`src/hw/rtl/pprd_pkg.sv`:
```
// pulse peak rate detector: shared types, constants and control interfaces
`timescale 1ns / 1ps
`default_nettype none
package pprd_pkg;

  localparam int unsigned TicksPerMinute = 60000;
  localparam int unsigned SampleW        = 16;
  localparam int unsigned TimeW          = 32;
  localparam int unsigned RateW          = 8;
  localparam int unsigned DivSteps       = SampleW;
  localparam int unsigned StepW          = $clog2(DivSteps);

  localparam logic [SampleW-1:0] Calibrating = '1;
  localparam logic [SampleW-1:0] TicksConst  = SampleW'(TicksPerMinute);
  localparam logic [RateW-1:0]   RateMax     = '1;

  typedef enum logic {
    ACT_TICK = 1'b0,
    ACT_READ = 1'b1
  } action_e;

  typedef struct packed {
    logic               action;
    logic [SampleW-1:0] sample;
  } in_t;

  typedef struct packed {
    logic             valid_res;
    logic [RateW-1:0] rate;
  } out_t;

  typedef enum logic [1:0] {
    ST_IDLE,
    ST_DIV,
    ST_DONE
  } state_e;

  typedef struct packed {
    logic tick_acc;
    logic read_acc;
    logic step;
    logic load_rate;
  } cmd_t;

  typedef struct packed {
    logic last_step;
  } status_t;

endpackage
`default_nettype wire

```
`src/hw/rtl/pprd_ctrl.sv`:
```
// pulse peak rate detector: handshake and sequencing state machine
`timescale 1ns / 1ps
`default_nettype none
module pprd_ctrl (
  input  logic             clk_i,
  input  logic             rst_ni,
  input  logic             in_valid_i,
  input  logic             in_action_i,
  output logic             in_stall_o,
  output logic             out_valid_o,
  input  logic             out_stall_i,
  input  pprd_pkg::status_t status_i,
  output pprd_pkg::cmd_t    cmd_o
);
  import pprd_pkg::*;

  state_e state_q, state_d;
  logic   out_valid_q, out_valid_d;
  logic   can_load;

  always_ff @(posedge clk_i or negedge rst_ni) begin
    if (!rst_ni) begin
      state_q     <= ST_IDLE;
      out_valid_q <= 1'b0;
    end else begin
      state_q     <= state_d;
      out_valid_q <= out_valid_d;
    end
  end

  assign can_load = !out_valid_q || !out_stall_i;

  always_comb begin
    state_d     = state_q;
    out_valid_d = out_valid_q && out_stall_i;
    cmd_o       = '0;
    in_stall_o  = 1'b1;
    unique case (state_q)
      ST_IDLE: begin
        in_stall_o = !can_load;
        if (in_valid_i && can_load) begin
          if (in_action_i == ACT_READ) begin
            cmd_o.read_acc = 1'b1;
            state_d        = ST_DIV;
          end else begin
            cmd_o.tick_acc = 1'b1;
            out_valid_d    = 1'b1;
          end
        end
      end
      ST_DIV: begin
        cmd_o.step = 1'b1;
        if (status_i.last_step) begin
          state_d = ST_DONE;
        end
      end
      ST_DONE: begin
        if (can_load) begin
          cmd_o.load_rate = 1'b1;
          out_valid_d     = 1'b1;
          state_d         = ST_IDLE;
        end
      end
      default: begin
        state_d = ST_IDLE;
      end
    endcase
  end

  assign out_valid_o = out_valid_q;

endmodule
`default_nettype wire

```
`src/hw/rtl/pprd_dpath.sv`:
```
// pulse peak rate detector: peak tracking state, restoring divider and output word
`timescale 1ns / 1ps
`default_nettype none
module pprd_dpath (
  input  logic              clk_i,
  input  logic              rst_ni,
  input  pprd_pkg::in_t     in_word_i,
  input  pprd_pkg::cmd_t    cmd_i,
  output pprd_pkg::status_t status_o,
  output pprd_pkg::out_t    out_word_o
);
  import pprd_pkg::*;

  logic [SampleW-1:0] thr_q, thr_d;
  logic [SampleW-1:0] pk_val_q, pk_val_d;
  logic [TimeW-1:0]   pk_time_q, pk_time_d;
  logic [TimeW-1:0]   prev_pk_q, prev_pk_d;
  logic [SampleW-1:0] prev_smp_q;
  logic [TimeW-1:0]   tick_q;
  logic [SampleW-1:0] period_q, period_d;
  logic               pvalid_q, pvalid_d;

  logic [SampleW-1:0] num_q, rem_q, dvs_q;
  logic               zero_q, vres_q;
  logic [StepW-1:0]   cnt_q;
  out_t               out_word_q;

  logic [SampleW-1:0] smp;
  logic               fall, cal, take;
  logic [SampleW-1:0] pk_val_t;
  logic [TimeW-1:0]   pk_diff;
  logic [SampleW:0]   rem_sh;
  logic               q_bit;
  logic [RateW-1:0]   rate;

  assign smp = in_word_i.sample;

  // one sample tick
  always_comb begin
    fall      = (smp == '0) && (prev_smp_q != '0);
    cal       = (thr_q == Calibrating);
    take      = (cal || (smp >= thr_q)) && (smp >= pk_val_q);
    pk_time_d = take ? tick_q : pk_time_q;
    pk_val_t  = take ? smp : pk_val_q;
    pk_val_d  = pk_val_t;
    thr_d     = thr_q;
    prev_pk_d = prev_pk_q;
    period_d  = period_q;
    pvalid_d  = pvalid_q;
    pk_diff   = pk_time_d - prev_pk_q;
    if (fall) begin
      pk_val_d = '0;
      if (cal) begin
        thr_d = pk_val_t >> 1;
      end else begin
        if (pk_time_d != prev_pk_q) begin
          period_d = pk_diff[SampleW-1:0];
          pvalid_d = 1'b1;
        end
        prev_pk_d = pk_time_d;
      end
    end
  end

  always_ff @(posedge clk_i or negedge rst_ni) begin
    if (!rst_ni) begin
      thr_q      <= Calibrating;
      pk_val_q   <= '0;
      pk_time_q  <= '0;
      prev_pk_q  <= '0;
      prev_smp_q <= '0;
      tick_q     <= '0;
      period_q   <= '0;
      pvalid_q   <= 1'b0;
    end else if (cmd_i.tick_acc) begin
      thr_q      <= thr_d;
      pk_val_q   <= pk_val_d;
      pk_time_q  <= pk_time_d;
      prev_pk_q  <= prev_pk_d;
      prev_smp_q <= smp;
      tick_q     <= tick_q + 1'b1;
      period_q   <= period_d;
      pvalid_q   <= pvalid_d;
    end else if (cmd_i.read_acc) begin
      pvalid_q   <= 1'b0;
    end
  end

  // restoring divider, one quotient bit per cycle
  assign rem_sh = {rem_q, num_q[SampleW-1]};
  assign q_bit  = (rem_sh >= {1'b0, dvs_q});

  always_ff @(posedge clk_i or negedge rst_ni) begin
    if (!rst_ni) begin
      cnt_q <= '0;
    end else if (cmd_i.read_acc) begin
      cnt_q <= '0;
    end else if (cmd_i.step) begin
      cnt_q <= cnt_q + 1'b1;
    end
  end

  always_ff @(posedge clk_i) begin
    if (cmd_i.read_acc) begin
      num_q  <= TicksConst;
      rem_q  <= '0;
      dvs_q  <= period_q;
      zero_q <= (period_q == '0);
      vres_q <= pvalid_q;
    end else if (cmd_i.step) begin
      num_q <= {num_q[SampleW-2:0], q_bit};
      rem_q <= q_bit ? SampleW'(rem_sh - {1'b0, dvs_q}) : rem_sh[SampleW-1:0];
    end
  end

  assign status_o.last_step = (cnt_q == StepW'(DivSteps - 1));

  // zero-period guard, ceiling and saturation
  always_comb begin
    if (zero_q) begin
      rate = '0;
    end else if (num_q >= SampleW'(RateMax)) begin
      rate = RateMax;
    end else begin
      rate = num_q[RateW-1:0] + RateW'(rem_q != '0);
    end
  end

  always_ff @(posedge clk_i) begin
    if (cmd_i.tick_acc) begin
      out_word_q.valid_res <= pvalid_d;
      out_word_q.rate      <= '0;
    end else if (cmd_i.load_rate) begin
      out_word_q.valid_res <= vres_q;
      out_word_q.rate      <= rate;
    end
  end

  assign out_word_o = out_word_q;

endmodule
`default_nettype wire

```
`src/hw/rtl/pulse_peak_rate_detector_core.sv`:
```
// pulse peak rate detector: top level
// A sample tick is taken and its word goes to the output register at once, so
// ticks may arrive every cycle while the output side keeps up. A rate read occupies
// the block from accept, through the restoring divider that produces one quotient
// bit per cycle, until the output register is loaded; no item is accepted meanwhile,
// nor while a finished word waits stalled at the output.
`timescale 1ns / 1ps
`default_nettype none
module pulse_peak_rate_detector_core (
  input  logic           clk_i,
  input  logic           rst_ni,
  input  logic           in_valid_i,
  output logic           in_stall_o,
  input  pprd_pkg::in_t  in_word_i,
  output logic           out_valid_o,
  input  logic           out_stall_i,
  output pprd_pkg::out_t out_word_o
);
  import pprd_pkg::*;

  cmd_t    cmd;
  status_t status;

  pprd_ctrl u_ctrl (
    .clk_i       (clk_i),
    .rst_ni      (rst_ni),
    .in_valid_i  (in_valid_i),
    .in_action_i (in_word_i.action),
    .in_stall_o  (in_stall_o),
    .out_valid_o (out_valid_o),
    .out_stall_i (out_stall_i),
    .status_i    (status),
    .cmd_o       (cmd)
  );

  pprd_dpath u_dpath (
    .clk_i      (clk_i),
    .rst_ni     (rst_ni),
    .in_word_i  (in_word_i),
    .cmd_i      (cmd),
    .status_o   (status),
    .out_word_o (out_word_o)
  );

endmodule
`default_nettype wire

```
`config.mk`:
```
export PLATFORM = sky130hd
export DESIGN_NAME = pulse_peak_rate_detector_core
export DESIGN_NICKNAME = d
export VERILOG_FILES = /design/src/hw/rtl/pprd_pkg.sv /design/src/hw/rtl/pprd_ctrl.sv /design/src/hw/rtl/pprd_dpath.sv /design/src/hw/rtl/pulse_peak_rate_detector_core.sv
export SDC_FILE = /design/constraint.sdc
export NUM_CORES = 1
export LEC_CHECK = 0
export ABC_AREA = 1
export BUFFER_PORTS_ARGS = -buffer_cell sky130_fd_sc_hd__buf_2
export CAP_MARGIN = 20
export CORE_UTILIZATION = 35
export DETAILED_ROUTE_END_ITERATION = 7
export PLACE_DENSITY = 0.49
export SLEW_MARGIN = 10
export SYNTH_ARGS = -nofsm -noshare
export SYNTH_HDL_FRONTEND = slang
export SYNTH_SLANG_ARGS = --single-unit
export TNS_END_PERCENT = 100
```
`constraint.sdc`:
```
create_clock -name clk_i -period 9.3 [get_ports clk_i]
set_input_delay 1.86 -clock clk_i [delete_from_list [all_inputs] [get_ports clk_i]]
set_output_delay 1.86 -clock clk_i [all_outputs]
set_load 0.03 [all_outputs]
```
==> results.txt <==
The floorplan die area came out at 36000 um^2. The buffers inserted during post-CTS setup optimization is 0. The initial antenna violation count came to 0. The overall power of the completed layout came out at 3.767 mW. The worst setup path is captured at a flip-flop. For this run, the number of Yosys warnings is 0. For the worst setup path, the data required time is 9.56 ns. Of all cell types, the one taking the most synthesized area is sky130_fd_sc_hd__dfrtp_1. The area share of the largest cell type after synthesis came out at 0.3083. The total power density per cell area is 272.9 nW/um^2.

The area overhead of the layout relative to synthesis is 11.89%. The worst slew margin relative to its limit came out at 0.3554. The number of design rule violations left after detail routing came out at 0. The number of rows in the core area is 68. The post-synthesis async set-or-reset flop share came out at 0.7401. The first TritonRoute pass finished after 5 iterations. The H-tree level count is 1. TritonCTS built the clock tree. The number of max-cap violations is 0. The number of gates resized after CTS is 0. The portion of the clock cycle consumed by the worst path in the final layout came out at 0.7200.

The die outline width came out at 189.7 um. The count of unique library cells instantiated by Yosys is 52. The via count of the first global-routing pass is 9851.

The starting DRC count in detailed routing is 564. Detailed placement finished with a half-perimeter wire length of 20.65 mm. The mean routed wirelength per cell came out at 14.66 um. The actual transition at the worst max-transition pin came out at 0.9646 ns. The leakage component of the power is 6.628 nW.

The depth of the worst hold-timing path came out at 0. The worst slack at placement came out at 2.026 ns. The clock passes through at most 3 buffers. Summing every instance area after synthesis gives 12340 um^2.

The number of failing setup endpoints in the final timing report came out at 0. The final sum of negative setup slack is 0 ns. The clock-pin slew on the worst setup and hold paths came out at 0.06 ns. The post-detailed-route count of antenna-violating nets came out at 0. The number of nets in the layout came out at 1640. The overall via count from detail_route is 9859. The final weighted congestion of routability-driven global placement came out at 0.8584. The worst-skew pair later-pin latency is 0.55 ns. The run finished with clean final reports. The slack of the worst reg-to-reg path is 3.66 ns. The worst-case reg-to-reg path depth is 21. The pin count of the biggest net entering global routing is 92. The synthesized net count is 1619. Dividing the detail-routed via count by the number of cells gives 4.864. STA classifies the critical path startpoint as an input port. Counting flops and latches in the post-synthesis netlist gives 227. The port buffer count came out at 31. In the synthesized netlist the dominant register cell turns out to be sky130_fd_sc_hd__dfrtp_1.

The critical hold path startpoint is u_dpath.pvalid_q$_DFFE_PN0P_. The worst clock skew is 0.01433 ns. The mean instance size in the synthesized netlist is 8.069 um^2. 0 antenna diodes ended up in the layout. Yosys mapped a number of flops with a built-in enable equal to 19. Setup repair after global routing left no endpoint under its margin.

The final number of max-transition violations was 0. VDD sags by at most 0.0001473 V. The fraction of final layout cells sized beyond drive strength 1 is 0.07952. The register area share after synthesis is 0.4535. The number of hold violations in the final report came out at 0. The worst setup path is of the input port to flip-flop kind. In this run the worst hold path is classified as flip-flop to flip-flop.

In this run the critical register-to-register path is launched from u_dpath.pk_val_q[15]$_DFFE_PN0P_. The total CTS buffers came out at 28. The timing-limited maximum frequency came out at 149.3 MHz. Synthesis produced a netlist whose cell count is 1529. The setup slack of the critical path after layout came out at 2.604 ns. The floorplan step set the die height to 189.7 um. The number of sinks on the clock net came out at 227. The global route total overflow came out at 0.

The combined global-route utilization of all metal layers came out at 0.1708. The clock tree root buffer cell is sky130_fd_sc_hd__clkbuf_16. The first-pass GRT wire length is 49.98 mm.

Along the worst path, the maximum fanout reaches 91. The worst register-to-register path ends at u_dpath.out_word_o[8]$_DFFE_PP_. The I/O pin count came out at 32. The core region area is 34630 um^2. The minimum period implied by the final worst setup slack is 6.696 ns. For this configuration, the core starts out at a cell density of 0.3563. At the worst endpoint, the arrival time is 6.96 ns.

The number of hold buffers added after CTS is 0. The routed design has 29.71 mm of wire. The endpoint of the worst hold-timing path is u_dpath.vres_q$_DFFE_PP_.

Yosys attributes the largest share of cell area to sky130_fd_sc_hd__dfrtp_1 31%, sky130_fd_sc_hd__nand2_1 13%, sky130_fd_sc_hd__ha_1 6.8%.
worst max-delay path, stage by stage:
cell and delay, ns:
sky130_fd_sc_hd__buf_2 0.14, sky130_fd_sc_hd__ha_1 0.31, sky130_fd_sc_hd__nand2_1 0.08, sky130_fd_sc_hd__inv_1 0.04, sky130_fd_sc_hd__o21bai_1 0.12, sky130_fd_sc_hd__nand2_1 0.08
sky130_fd_sc_hd__a21oi_2 0.12, sky130_fd_sc_hd__nand3_2 0.60, sky130_fd_sc_hd__nand2_4 1.00, sky130_fd_sc_hd__o21ai_0 0.25, sky130_fd_sc_hd__ha_1 0.43, sky130_fd_sc_hd__nand2_1 0.09
sky130_fd_sc_hd__nor2_1 0.16, sky130_fd_sc_hd__nand4_1 0.13, sky130_fd_sc_hd__nor4_1 0.40, sky130_fd_sc_hd__nand2_1 0.10, sky130_fd_sc_hd__nor2_1 0.15, sky130_fd_sc_hd__nand2_1 0.07
sky130_fd_sc_hd__nor2_1 0.09, sky130_fd_sc_hd__nand3_1 0.16, sky130_fd_sc_hd__nand2_1 0.40, sky130_fd_sc_hd__o211ai_1 0.14
final cells by class:
cell class,instances,area (um^2)
inverters,195,732.0
fillers,3572,20830
multi-input cells,1058,5756
well taps,455,569.3
repair buffers,40,261.5
clock buffers,45,845.8
clock inverters,7,43.79
flip-flops and latches,227,5595
sequential cells by signal (all words and copies together) (netlist names), 16 cells and up:
| name | cells |
|---|---|
| u_dpath.pk_time_q | 32 |
| u_dpath.prev_pk_q | 32 |
| u_dpath.tick_q | 32 |
| u_dpath.dvs_q | 16 |
| u_dpath.num_q | 16 |
| u_dpath.period_q | 16 |
| u_dpath.pk_val_q | 16 |
| u_dpath.prev_smp_q | 16 |
| u_dpath.rem_q | 16 |
| u_dpath.thr_q | 16 |
where the power goes:
group | internal [mW] | switching (mW) | total (mW)
combinational | 0.469 | 0.892 | 1.36
clock | 0.620 | 0.424 | 1.04
sequential | 1.23 | 0.136 | 1.36
total | 2.31 | 1.45 | 3.77
layout by cell type (no fill, tap or decap), types with 3 or more instances in the layout:
cell	count
sky130_fd_sc_hd__dfxtp_1	40
sky130_fd_sc_hd__a31oi_1	5
sky130_fd_sc_hd__inv_1	190
sky130_fd_sc_hd__a21oi_1	53
sky130_fd_sc_hd__nand2_1	418
sky130_fd_sc_hd__clkbuf_16	29
sky130_fd_sc_hd__a22oi_1	7
sky130_fd_sc_hd__o22ai_1	24
sky130_fd_sc_hd__ha_1	67
sky130_fd_sc_hd__xnor2_1	12
sky130_fd_sc_hd__dfstp_2	16
sky130_fd_sc_hd__inv_2	3
sky130_fd_sc_hd__edfxtp_1	19
sky130_fd_sc_hd__clkinv_2	4
sky130_fd_sc_hd__o211ai_1	6
sky130_fd_sc_hd__nor4_1	24
sky130_fd_sc_hd__o21ai_0	150
sky130_fd_sc_hd__nor2_2	3
sky130_fd_sc_hd__o21ai_1	11
sky130_fd_sc_hd__nand3_2	8
sky130_fd_sc_hd__nor3_1	17
sky130_fd_sc_hd__clkbuf_1	10
sky130_fd_sc_hd__nor3_2	4
sky130_fd_sc_hd__o2111ai_1	3
sky130_fd_sc_hd__nand2_2	4
sky130_fd_sc_hd__nand3b_1	6
sky130_fd_sc_hd__nand3_1	98
sky130_fd_sc_hd__and2_1	3
sky130_fd_sc_hd__xor2_1	46
sky130_fd_sc_hd__clkbuf_8	6
sky130_fd_sc_hd__nor2_1	51
sky130_fd_sc_hd__buf_4	7
sky130_fd_sc_hd__buf_2	30
sky130_fd_sc_hd__nand4_1	14
sky130_fd_sc_hd__dfrtp_1	152
logic make-up (layout without fill, tap and decap cells):
group,count (synthesis),count (layout),synth area share
AND/OR/NAND/NOR,658,658,0.2324
AO/OA/AOI/OAI,273,273,0.1212
buffers and inverters,244,287,0.08053
flip-flops,227,227,0.4535
adder cells (fa/ha/maj),69,69,0.07120
XOR/XNOR,58,58,0.04118
Yosys cell counts (2+ instances only):
cell / instances
sky130_fd_sc_hd__nand3_2: 8
sky130_fd_sc_hd__and2_1: 3
sky130_fd_sc_hd__inv_1: 190
sky130_fd_sc_hd__nand3_1: 98
sky130_fd_sc_hd__nor2_2: 4
sky130_fd_sc_hd__o22ai_1: 24
sky130_fd_sc_hd__edfxtp_1: 19
sky130_fd_sc_hd__inv_2: 3
sky130_fd_sc_hd__dfxtp_1: 40
sky130_fd_sc_hd__nand3b_1: 6
sky130_fd_sc_hd__a21o_1: 2
sky130_fd_sc_hd__xnor2_1: 12
sky130_fd_sc_hd__nor2_1: 51
sky130_fd_sc_hd__nand2_1: 419
sky130_fd_sc_hd__buf_2: 2
sky130_fd_sc_hd__dfstp_2: 16
sky130_fd_sc_hd__a22oi_1: 7
sky130_fd_sc_hd__buf_1: 3
sky130_fd_sc_hd__o2111ai_1: 3
sky130_fd_sc_hd__o31ai_1: 2
sky130_fd_sc_hd__nand4_1: 14
sky130_fd_sc_hd__nor3_1: 17
sky130_fd_sc_hd__buf_8: 2
sky130_fd_sc_hd__buf_6: 6
sky130_fd_sc_hd__nand2_2: 3
sky130_fd_sc_hd__buf_4: 2
sky130_fd_sc_hd__nand2_4: 2
sky130_fd_sc_hd__dfrtp_1: 152
sky130_fd_sc_hd__o21ai_1: 11
sky130_fd_sc_hd__nor4b_1: 2
sky130_fd_sc_hd__clkinv_1: 2
sky130_fd_sc_hd__clkbuf_1: 34
sky130_fd_sc_hd__a21oi_1: 53
sky130_fd_sc_hd__or4_1: 2
sky130_fd_sc_hd__o211ai_1: 6
sky130_fd_sc_hd__nor4_1: 24
sky130_fd_sc_hd__ha_1: 67
sky130_fd_sc_hd__o21ai_0: 150
sky130_fd_sc_hd__a31oi_1: 5
sky130_fd_sc_hd__xor2_1: 46
sky130_fd_sc_hd__nor3_2: 4
sky130_fd_sc_hd__fa_1: 2
sky130_fd_sc_hd__a32o_1: 2
worst max-delay path by stage:
stage / start / to / slack [ns] / cells past startpoint
2_1_floorplan: in_word_i[15] / u_dpath.pvalid_q$_DFFE_PN0P_ / 4.15 / 23
3_3_place_gp: in_word_i[15] / u_dpath.out_word_o[8]$_DFFE_PP_ / 2.05 / 21
3_5_place_dp: in_word_i[15] / u_dpath.out_word_o[8]$_DFFE_PP_ / 2.03 / 21
4_1_cts: in_word_i[13] / u_dpath.out_word_o[8]$_DFFE_PP_ / 2.59 / 22
5_1_grt: in_word_i[13] / u_dpath.out_word_o[8]$_DFFE_PP_ / 2.08 / 22
6_report: in_word_i[13] / u_dpath.out_word_o[8]$_DFFE_PP_ / 2.60 / 22
layer usage:
layer	up-vias	track usage	part of all wire
li1	5095	-	-
met3	42	0.02269	0.031
met2	129	0.2861	0.46
met4	0	0.04187	0.020
met1	4593	0.2322	0.49
met5	-	0	0
stage by stage:
step	instances	instance area [um^2]	utilization	hold slack [ns]
floorplan	1529	12340	-	0.4249
global placement	1973	12870	0.3715	0.4304
detailed placement	1973	12870	0.3715	0.4350
CTS	2025	13760	0.3972	0.4487
global route	2027	13800	0.3986	0.4684
finish	2027	13800	0.3986	0.4471
No activity file was read; power rests on OpenSTA's default activity.
